<file path="src/rtl/core/ps2mt_pkg.sv">
package ps2mt_pkg;

  localparam int unsigned COORD_W = 16;
  localparam int unsigned BYTE_W  = 8;
  localparam int unsigned DELTA_W = BYTE_W + 1;
  localparam int unsigned CFG_IDX_W = 2;

  localparam logic [COORD_W-1:0] RESET_WIDTH  = 16'd1024;
  localparam logic [COORD_W-1:0] RESET_HEIGHT = 16'd768;

  localparam logic [CFG_IDX_W-1:0] CFG_SCREEN_WIDTH  = 2'd0;
  localparam logic [CFG_IDX_W-1:0] CFG_SCREEN_HEIGHT = 2'd1;

  // header byte bit positions
  localparam int unsigned HDR_BTN_LEFT   = 0;
  localparam int unsigned HDR_BTN_RIGHT  = 1;
  localparam int unsigned HDR_BTN_MIDDLE = 2;
  localparam int unsigned HDR_SYNC       = 3;
  localparam int unsigned HDR_X_SIGN     = 4;
  localparam int unsigned HDR_Y_SIGN     = 5;

  typedef enum logic [2:0] {
    POS_HDR = 3'b001,
    POS_X   = 3'b010,
    POS_Y   = 3'b100
  } byte_pos_t;

endpackage

</file>
<file path="src/rtl/core/ps2mt_axis_step.sv">
module ps2mt_axis_step (
  input  logic [ps2mt_pkg::COORD_W-1:0]        pos_i,
  input  logic signed [ps2mt_pkg::DELTA_W-1:0] delta_i,
  input  logic                                 subtract_i,
  input  logic [ps2mt_pkg::COORD_W-1:0]        res_i,
  output logic [ps2mt_pkg::COORD_W-1:0]        next_o
);
  import ps2mt_pkg::*;

  localparam int unsigned SUM_W = COORD_W + 2;

  logic signed [SUM_W-1:0] delta_ext;
  logic signed [SUM_W-1:0] sum;

  always_comb begin
    delta_ext = SUM_W'(delta_i);
    if (subtract_i) begin
      sum = $signed({2'b00, pos_i}) - delta_ext;
    end else begin
      sum = $signed({2'b00, pos_i}) + delta_ext;
    end
  end

  always_comb begin
    priority if (sum[SUM_W-1]) begin
      next_o = '0;
    end else if (res_i == '0) begin
      next_o = '0;
    end else if (sum[SUM_W-2:0] >= {1'b0, res_i}) begin
      next_o = res_i - 1'b1;
    end else begin
      next_o = sum[COORD_W-1:0];
    end
  end

endmodule

</file>
<file path="src/rtl/core/ps2_mouse_packet_cursor_tracker.sv">
// A packet's third byte reaches out_* via the byte register, then the result register.
// Throughput: one byte per cycle; the byte register and the result register
// advance together, so a waiting result stalls only the third byte of the next packet.
// Reset (rst_n low, synchronous): cursor at 0,0, packet assembly back to the
// header byte, screen size 1024 x 768, both pipeline registers empty.
module ps2_mouse_packet_cursor_tracker (
  input  logic                              clk,
  input  logic                              rst_n,
  input  logic                              in_valid,
  output logic                              in_stall,
  input  logic [ps2mt_pkg::BYTE_W-1:0]      in_data_byte,
  output logic                              out_valid,
  input  logic                              out_stall,
  output logic [ps2mt_pkg::COORD_W-1:0]     out_cursor_x,
  output logic [ps2mt_pkg::COORD_W-1:0]     out_cursor_y,
  output logic                              out_button_left,
  output logic                              out_button_right,
  output logic                              out_button_middle,
  input  logic                              cfg_valid,
  output logic                              cfg_ready,
  input  logic [ps2mt_pkg::CFG_IDX_W-1:0]   cfg_index,
  input  logic [ps2mt_pkg::COORD_W-1:0]     cfg_data
);
  import ps2mt_pkg::*;

  logic                 in_vld_r, in_vld_nxt;
  logic [BYTE_W-1:0]    in_byte_r;
  byte_pos_t            pos_r, pos_nxt;
  logic [BYTE_W-1:0]    hdr_r, hdr_nxt;
  logic [BYTE_W-1:0]    xdat_r, xdat_nxt;
  logic [COORD_W-1:0]   px_r, px_nxt;
  logic [COORD_W-1:0]   py_r, py_nxt;
  logic [COORD_W-1:0]   width_r, height_r;
  logic                 out_vld_r, out_vld_nxt;
  logic [COORD_W-1:0]   out_x_r, out_y_r;
  logic [2:0]           out_btn_r;

  logic                 in_acc;
  logic                 emits;
  logic                 fire;
  logic                 done;
  logic [COORD_W-1:0]   px_new, py_new;

  assign emits    = (pos_r == POS_Y);
  assign fire     = in_vld_r && (!emits || !out_vld_r || !out_stall);
  assign done     = fire && emits;
  assign in_stall = in_vld_r && !fire;
  assign in_acc   = in_valid && !in_stall;

  ps2mt_axis_step u_step_x (
    .pos_i      (px_r),
    .delta_i    ($signed({hdr_r[HDR_X_SIGN], xdat_r})),
    .subtract_i (1'b0),
    .res_i      (width_r),
    .next_o     (px_new)
  );

  ps2mt_axis_step u_step_y (
    .pos_i      (py_r),
    .delta_i    ($signed({hdr_r[HDR_Y_SIGN], in_byte_r})),
    .subtract_i (1'b1),
    .res_i      (height_r),
    .next_o     (py_new)
  );

  always_comb begin
    in_vld_nxt = in_vld_r;
    if (in_acc) begin
      in_vld_nxt = 1'b1;
    end else if (fire) begin
      in_vld_nxt = 1'b0;
    end
  end

  always_comb begin
    pos_nxt  = pos_r;
    hdr_nxt  = hdr_r;
    xdat_nxt = xdat_r;
    px_nxt   = px_r;
    py_nxt   = py_r;
    if (fire) begin
      unique case (pos_r)
        POS_HDR: begin
          if (in_byte_r[HDR_SYNC]) begin
            hdr_nxt = in_byte_r;
            pos_nxt = POS_X;
          end
        end
        POS_X: begin
          xdat_nxt = in_byte_r;
          pos_nxt  = POS_Y;
        end
        POS_Y: begin
          px_nxt  = px_new;
          py_nxt  = py_new;
          pos_nxt = POS_HDR;
        end
        default: begin
          pos_nxt = POS_HDR;
        end
      endcase
    end
  end

  always_comb begin
    out_vld_nxt = out_vld_r;
    if (done) begin
      out_vld_nxt = 1'b1;
    end else if (!out_stall) begin
      out_vld_nxt = 1'b0;
    end
  end

  always_ff @(posedge clk) begin
    if (!rst_n) begin
      in_vld_r  <= 1'b0;
      pos_r     <= POS_HDR;
      hdr_r     <= '0;
      xdat_r    <= '0;
      px_r      <= '0;
      py_r      <= '0;
      width_r   <= RESET_WIDTH;
      height_r  <= RESET_HEIGHT;
      out_vld_r <= 1'b0;
    end else begin
      in_vld_r  <= in_vld_nxt;
      pos_r     <= pos_nxt;
      hdr_r     <= hdr_nxt;
      xdat_r    <= xdat_nxt;
      px_r      <= px_nxt;
      py_r      <= py_nxt;
      out_vld_r <= out_vld_nxt;
      if (cfg_valid && cfg_ready) begin
        if (cfg_index == CFG_SCREEN_WIDTH) begin
          width_r <= cfg_data;
        end else if (cfg_index == CFG_SCREEN_HEIGHT) begin
          height_r <= cfg_data;
        end
      end
    end
  end

  // payload registers
  always_ff @(posedge clk) begin
    if (in_acc) begin
      in_byte_r <= in_data_byte;
    end
    if (done) begin
      out_x_r   <= px_new;
      out_y_r   <= py_new;
      out_btn_r <= {hdr_r[HDR_BTN_MIDDLE], hdr_r[HDR_BTN_RIGHT], hdr_r[HDR_BTN_LEFT]};
    end
  end

  assign cfg_ready         = 1'b1;
  assign out_valid         = out_vld_r;
  assign out_cursor_x      = out_x_r;
  assign out_cursor_y      = out_y_r;
  assign out_button_left   = out_btn_r[0];
  assign out_button_right  = out_btn_r[1];
  assign out_button_middle = out_btn_r[2];

endmodule

</file>
<file path="config.mk">
export PLATFORM = sky130hd
export DESIGN_NAME = ps2_mouse_packet_cursor_tracker
export DESIGN_NICKNAME = d
export VERILOG_FILES = /design/src/rtl/core/ps2mt_pkg.sv /design/src/rtl/core/ps2mt_axis_step.sv /design/src/rtl/core/ps2_mouse_packet_cursor_tracker.sv
export SDC_FILE = /design/constraint.sdc
export NUM_CORES = 1
export LEC_CHECK = 0
export BUFFER_PORTS_ARGS = -buffer_cell sky130_fd_sc_hd__clkbuf_2
export CAP_MARGIN = 5
export CORE_UTILIZATION = 25
export CTS_BUF_LIST = sky130_fd_sc_hd__clkbuf_8
export CTS_CLUSTER_DIAMETER = 50
export DETAILED_ROUTE_END_ITERATION = 8
export PLACE_DENSITY = 0.41
export REMOVE_ABC_BUFFERS = 1
export SLEW_MARGIN = 20
export SYNTH_ARGS = -nofsm -noshare
export SYNTH_HDL_FRONTEND = slang
export SYNTH_SLANG_ARGS = --single-unit
</file>
<file path="constraint.sdc">
create_clock -name clk -period 5.3 [get_ports clk]
set_clock_uncertainty 0.2 [all_clocks]
set_input_delay 0.795 -clock clk [delete_from_list [all_inputs] [get_ports clk]]
set_output_delay 0.795 -clock clk [all_outputs]
set_load 0.005 [all_outputs]
</file>
==> run summary, run 1 <==
status = finished, final reports clean
top post-synthesis cells by area = dfxtp_1 21%, edfxtp_1 16%, ha_1 11%
ys async rst share = 0
Pwr Density = 254 mW/mm²
post_cts resized = 0
Tmin final = 4.99 ns
met1 wire length = 11,400 µm
Routed WL per cell = 16.1 µm
largest net degree at the start of global routing = 53
clk slew on worst S/H paths = 0.09 ns
most frequent cell after synthesis = nand2_1
placer congestion estimate = 0.817
share of layout cells above drive strength 1 = 0.144
Yosys warning count = 0
WL met2 = 9530 µm
crit path from = in_byte_r[0]
WP data required = 5.31 ns
total track usage = 0.143
Rel. slew slack = 0.361
Gate Count Post-Synth = 884
vias in the first global route = 6,255
first-pass GRT wire length = 34,700 µm
Starting Density = 0.255
Synth top area share = 0.210
Rows = 64
Synth cell types = 75
synth cell count leaders = 129 x nand2_1, 82 x dfxtp_1, 74 x nor2_1
setup_tns = 0 ns
worst r2r src = in_byte_r[0]
Ant. Diodes = 0
Hold Buf Count CTS = 0
core area = 0.0307 mm²
nets = 1,059
Max Transition Viols Final = 0
Die H = 179 µm
Hold Vio Cnt, Final = 0
Setup crit start kind = flop
worst-margin pin slew = 0.959 ns
clk buf depth = 2
HPWL Detailed = 16,800 µm
unrepaired setup endpoints after global routing = no
Synth area leader = dfxtp_1
Post-synth EDFFs = 43
Die X-Extent = 179 µm
Final period util = 0.942
I/O pins = 69
via/cell ratio = 4.61
routed wl met3 = 787 µm
hold crit path type = reg -> reg
Worst Hold Launch = hdr_r[2]
Port Buffers = 67
CTS tree = yes
Syn Area/Cell = 8.85 µm²
GRT Residual Overflow = 0
Syn Std Cell Area = 0.00783 mm²
final setup fails = 0
register bit total from synthesis = 125
worst skew pair latency = 0.46 ns
Final Routed Wirelength = 21,900 µm
Initial DRT Pass Iterations = 4
initial antenna violation count = 0
DR DRC count = 0
Num Clock Sinks = 125
Synth Flop Type = dfxtp_1
FMAX = 200 MHz
Leak = 3.61 nW
Die ar. = 0.0320 mm²
Worst Path Max Fanout = 8
# H-tree levels = 4
filler cell count = 3,287
sequential area share after synthesis = 0.375
critical path class = reg -> reg
clock buffer count from CTS = 17
Clock Tree Root = clkbuf_8
Max-Cap Viols = 0
Syn-to-layout area delta = 16.6%
total power = 2.32 mW
DRT iter0 DRCs = 336
vias = 6,291
Critical Path Sink Type = flop
post-route ant nets = 0
peak supply drop = 0.000144 V
Post-CTS Repair Setup Buffers = 0
Highest Signal Layer = met4
CP arrival = 5.01 ns
==> kinds of logic (layout without fill, tap and decap cells) <==
kind of cell	after synthesis	in the layout	synth area share
adder cells (fa/ha/maj)	72	72	0.117
multiplexers	42	42	0.0545
flip-flops	125	125	0.375
AO/OA/AOI/OAI	185	185	0.159
AND/OR/NAND/NOR	325	325	0.200
buffers and inverters	92	177	0.0472
other	1	1	0.000479
XOR/XNOR	42	42	0.0470
==> worst max-delay path, cell delays in order (launching register included) <==
cell,delay [ns]
edfxtp_1,0.41
ha_1,0.25
fa_1,0.45
nor2b_4,0.14
o31a_2,0.17
o21ai_2,0.08
a2111oi_4,0.42
o21ai_0,0.18
a211o_1,0.31
ha_1,0.30
nand3_1,0.10
nor2_1,0.07
a221oi_1,0.27
o21ai_0,0.13
or3_1,0.42
nor4_4,0.20
buf_4,0.23
mux2i_1,0.34
nor2_1,0.08
==> placed cells by master, fill, tap and decap left out, types with 34 or more instances in the layout <==
| master | n |
|---|---|
| nand2_1 | 129 |
| dfxtp_1 | 82 |
| nor2_1 | 73 |
| ha_1 | 70 |
| inv_1 | 67 |
| clkbuf_2 | 67 |
| o21ai_0 | 45 |
| edfxtp_1 | 43 |
| mux2i_1 | 37 |
| xnor2_1 | 34 |
==> final cells by class <==
type	count	area, µm²	share of cell area
repair buffers	80	445	0.0488
inverters	65	244	0.0267
multi-input cells	667	4560	0.500
flip-flops and latches	125	2930	0.321
clock inverters	14	200	0.0219
well taps	396	495	0.0543
clock buffers	18	248	0.0272
==> stage by stage <==
stage	util	hold WS [ns]	cell area (µm²)	cells	worst slack (ns)
global placement	0.283	0.221	8670	1333	0.369
floorplan	-	0.208	7700	857	0.173
global route	0.297	0.255	9120	1365	0.0524
detailed placement	0.283	0.223	8670	1333	0.317
finish	0.297	0.239	9120	1365	0.306
CTS	0.297	0.242	9120	1365	0.296
==> per-layer routing <==
metal	vias up	GRT usage
met1	2915	0.202
li1	3253	-
met5	-	0
met2	102	0.222
met4	0	0.0360
met3	21	0.0267
==> path summary, 6_finish.rpt <==
check / endpoint / slack [ns] / cells past startpoint
min reg2reg: out_btn_r[2] / 0.24 / 0
min: out_btn_r[2] / 0.24 / 0
max reg2reg: out_cursor_y[10] / 0.31 / 18
max: out_cursor_y[10] / 0.31 / 18
==> report_power, final <==
part | leakage [nW] | internal (mW) | switching [mW] | total (mW)
logic | 2.34 | 0.127 | 0.185 | 0.312
registers | 1.03 | 1.01 | 0.0161 | 1.03
clock network | 0.235 | 0.566 | 0.416 | 0.982
total | 3.61 | 1.70 | 0.617 | 2.32
==> state kept, by name (all words and copies together) (netlist names) <==
register      count
pos_r             3
width_r          16
out_valid         1
in_vld_r          1
out_btn_r         3
py_r             16
out_cursor_y     16
hdr_r             5
height_r         16
xdat_r            8
px_r             16
in_byte_r         8
out_cursor_x     16
No activity file was read; power rests on OpenSTA's default activity.
==> run 2, diff against run 1 <==
--- a/config.mk
+++ b/config.mk
@@ -5,13 +5,14 @@
 export SDC_FILE = /design/constraint.sdc
 export NUM_CORES = 1
 export LEC_CHECK = 0
+export ABC_AREA = 1
 export BUFFER_PORTS_ARGS = -buffer_cell sky130_fd_sc_hd__clkbuf_2
 export CAP_MARGIN = 5
-export CORE_UTILIZATION = 25
+export CORE_UTILIZATION = 55
 export CTS_BUF_LIST = sky130_fd_sc_hd__clkbuf_8
 export CTS_CLUSTER_DIAMETER = 50
 export DETAILED_ROUTE_END_ITERATION = 8
-export PLACE_DENSITY = 0.41
+export PLACE_DENSITY = 0.75
 export REMOVE_ABC_BUFFERS = 1
 export SLEW_MARGIN = 20
 export SYNTH_ARGS = -nofsm -noshare
==> constraint.sdc (replaced) <==
create_clock -name clk -period 6.44 [get_ports clk]
set_clock_uncertainty 0.2 [all_clocks]
set_input_delay 0.966 -clock clk [delete_from_list [all_inputs] [get_ports clk]]
set_output_delay 0.966 -clock clk [all_outputs]
set_load 0.005 [all_outputs]
==> run 2 against run 1 <==
  * Utilization grew 34 points
  * Global-route usage grew 14 points
  * Non-clock buffer count shrank 10
  * Highest routed layer unchanged
  * Critical path type unchanged
  * Area after synthesis grew 2.3%
  * Final area shrank 2.6%
  * Worst hold slack gained 0.0059 ns
==> run summary, run 2 <==
Routed WL per cell = 15.3 µm (was 16.1 µm)
worst-margin pin slew = 0.826 ns (was 0.959 ns)
clk buf depth = 2 (unchanged)
Max Transition Viols Final = 0 (unchanged)
Post-synth EDFFs = 43 (unchanged)
Rows = 43 (was 64)
# H-tree levels = 4 (unchanged)
Clock Power Share = 0.387 (was 0.423)
Tmin final = 4.22 ns (was 4.99 ns)
vias = 7,145 (was 6,291)
core area = 0.0140 mm² (was 0.0307 mm²)
Final period util = 0.656 (was 0.942)
register bit total from synthesis = 125 (unchanged)
Syn-to-layout area delta = 11.1% (was 16.6%)
setup_tns = 0 ns (unchanged)
crit path to = out_cursor_y[5] (was out_cursor_y[10])
DR DRC count = 0 (unchanged)
unrepaired setup endpoints after global routing = no (unchanged)
Initial DRT Pass Iterations = 8 (was 4)
Highest Signal Layer = met4 (unchanged)
Die X-Extent = 123 µm (was 179 µm)
top post-synthesis cells by area = dfxtp_1 21%, edfxtp_1 16%, ha_1 11% (unchanged)
sw frac = 0.308 (was 0.266)
hold crit path type = reg -> reg (unchanged)
CTS tree = yes (unchanged)
Post-CTS Repair Setup Buffers = 0 (unchanged)
ys async rst share = 0 (unchanged)
Design Area, Final = 0.00889 mm² (was 0.00912 mm²)
Num Clock Sinks = 125 (unchanged)
share of layout cells above drive strength 1 = 0.121 (was 0.144)
CP arrival = 4.23 ns (was 5.01 ns)
Hold Buf Count CTS = 0 (unchanged)
Placed Cells = 1,279 (was 1,333)
total track usage = 0.284 (was 0.143)
Port Buffers = 67 (unchanged)
Psw = 0.627 mW (was 0.617 mW)
WP data required = 6.45 ns (was 5.31 ns)
reg2reg end = out_cursor_y[5] (was out_cursor_y[10])
crit path from = in_byte_r[0] (unchanged)
Synth Flop Type = dfxtp_1 (unchanged)
sequential area share after synthesis = 0.366 (was 0.375)
DRT iter0 DRCs = 650 (was 336)
Rel. slew slack = 0.448 (was 0.361)
Die ar. = 0.0150 mm² (was 0.0320 mm²)
combinational fraction of design power = 0.192 (was 0.135)
GRT Residual Overflow = 0 (unchanged)
Pwr Density = 229 mW/mm² (was 254 mW/mm²)
Ant. Diodes = 0 (unchanged)
Syn Area/Cell = 7.55 µm² (was 8.85 µm²)
Syn Std Cell Area = 0.00800 mm² (was 0.00783 mm²)
Seq pwr share = 0.421 (was 0.442)
Leak = 4.42 nW (was 3.61 nW)
met1 wire length = 9700 µm (was 11,400 µm)
Final Routed Wirelength = 20,100 µm (was 21,900 µm)
clock buffer count from CTS = 17 (unchanged)
fin cells = 1,311 (was 1,365)
Starting Density = 0.570 (was 0.255)
Worst Path Max Fanout = 29 (was 8)
critical path class = reg -> reg (unchanged)
Gate Count Post-Synth = 1,060 (was 884)
worst skew pair latency = 0.45 ns (was 0.46 ns)
WL met2 = 8670 µm (was 9530 µm)
Worst Hold Launch = hdr_r[0] (was hdr_r[2])
nets = 1,221 (was 1,059)
dpl ws = 2.28 ns (was 0.317 ns)
commonest non-fill, non-tap cell in the layout = nand2_1 (unchanged)
Synth cell types = 43 (was 75)
final setup fails = 0 (unchanged)
post-route ant nets = 0 (unchanged)
synth cell count leaders = 178 x nand2_1, 160 x inv_1, 121 x a21oi_1 (was 129 x nand2_1, 82 x dfxtp_1, 74 x nor2_1)
Die H = 123 µm (was 179 µm)
I/O pins = 69 (unchanged)
routed wl met3 = 1460 µm (was 787 µm)
status = finished, final reports clean (unchanged)
r2r setup slk = 2.22 ns (was 0.31 ns)
Clock Tree Root = clkbuf_8 (unchanged)
Synth area leader = dfxtp_1 (unchanged)
vias in the first global route = 6,540 (was 6,255)
worst r2r src = in_byte_r[0] (unchanged)
clk slew on worst S/H paths = 0.08 ns (was 0.09 ns)
placer congestion estimate = 0.923 (was 0.817)
initial antenna violation count = 0 (unchanged)
internal cell power = 1.41 mW (was 1.70 mW)
cells on worst reg2reg path = 25 (was 18)
peak supply drop = 0.000195 V (was 0.000144 V)
Hold Vio Cnt, Final = 0 (unchanged)
FMAX = 237 MHz (was 200 MHz)
most frequent cell after synthesis = nand2_1 (unchanged)
Synth top area share = 0.205 (was 0.210)
most frequent cells in the layout = 178 x nand2_1, 159 x inv_1, 121 x a21oi_1 (was 129 x nand2_1, 82 x dfxtp_1, 73 x nor2_1)
largest net degree at the start of global routing = 52 (was 53)
Hold Path Stages = 0 (unchanged)
Max-Cap Viols = 0 (unchanged)
dpl cell area = 0.00844 mm² (was 0.00867 mm²)
Critical Path Sink Type = flop (unchanged)
worst setup margin = 2.22 ns (was 0.306 ns)
HPWL Detailed = 15,500 µm (was 16,800 µm)
Setup crit start kind = flop (unchanged)
total power = 2.04 mW (was 2.32 mW)
Yosys warning count = 0 (unchanged)
first-pass GRT wire length = 32,400 µm (was 34,700 µm)
post_cts resized = 0 (unchanged)
via/cell ratio = 5.45 (was 4.61)
[run 2: cell count changes after synthesis, sizes merged, moves of 8 or more]
cell / delta
xnor2: -26
nand4: +12
o21ai: +30
inv: +96
or2: +8
xor2: +26
nand2: +55
a21oi: +90
mux2i: -37
o21a: -8
nand3: +59
nor2b: -27
a21boi: -31
[run 2: area by class of cell]
class,instances,area (µm²)
Tap cell,180,225
Clock inverter,14,204
Sequential cell,125,2930
Inverter,161,606
Fill cell,1283,5150
Clock buffer,18,248
Timing Repair Buffer,70,358
Multi-Input combinational cell,743,4320
[run 2: power by group through the flow]
stage | clock network [mW] | logic [mW] | registers [mW]
after detailed placement | 0 | 0.381 | 0.876
after global placement | 0 | 0.373 | 0.876
final | 0.788 | 0.391 | 0.858
after global routing | 0.834 | 0.441 | 0.860
after CTS | 0.800 | 0.383 | 0.858
after floorplan | 0 | 0.274 | 0.871
[run 2: worst min path at each step]
stage / to / slack (ns)
6_report: out_btn_r[0] / 0.25
5_1_grt: out_btn_r[0] / 0.26
4_1_cts: out_btn_r[2] / 0.25
3_5_place_dp: out_btn_r[1] / 0.22
3_3_place_gp: out_btn_r[0] / 0.21
2_1_floorplan: out_btn_r[1] / 0.21
[run 2: cells by family after synthesis]
logic type      count (synthesis)  share of synthesized area
buf+inv                       192                     0.0941
simple gates                  393                      0.223
xor+xnor                       42                     0.0460
compound gates                235                      0.156
other cells                     1                   0.000469
fa+ha+maj                      72                      0.114
flops                         125                      0.366
[run 2: stage by stage]
stage / hold WS, ns / util
after CTS: 0.250 / 0.633
after global placement: 0.213 / 0.601
after detailed placement: 0.222 / 0.601
after global routing: 0.263 / 0.633
final: 0.245 / 0.633
after floorplan: 0.209 / -
[run 2: worst max-delay path, stage by stage, from the launching register on]
cell,delay (ns)
edfxtp_1,0.44
ha_1,0.28
fa_1,0.42
inv_1,0.07
nand3_1,0.06
nand2_1,0.15
nand2_1,0.07
nand3_1,0.13
nand3_1,0.09
nand2_1,0.11
nand2_1,0.06
nand2_1,0.07
nand2_1,0.05
nand2_1,0.08
inv_1,0.05
ha_1,0.31
nand2_1,0.11
nor2_1,0.05
a211oi_1,0.22
nand2_1,0.12
nand2_1,0.07
nand4_1,0.07
buf_4,0.23
or2_2,0.30
nand3_1,0.11
inv_1,0.06
[run 2: per-layer routing]
layer / GRT usage / up-vias
met5: 0 / -
met1: 0.410 / 3228
met4: 0.0907 / 0
met2: 0.427 / 235
li1: - / 3665
met3: 0.0516 / 17
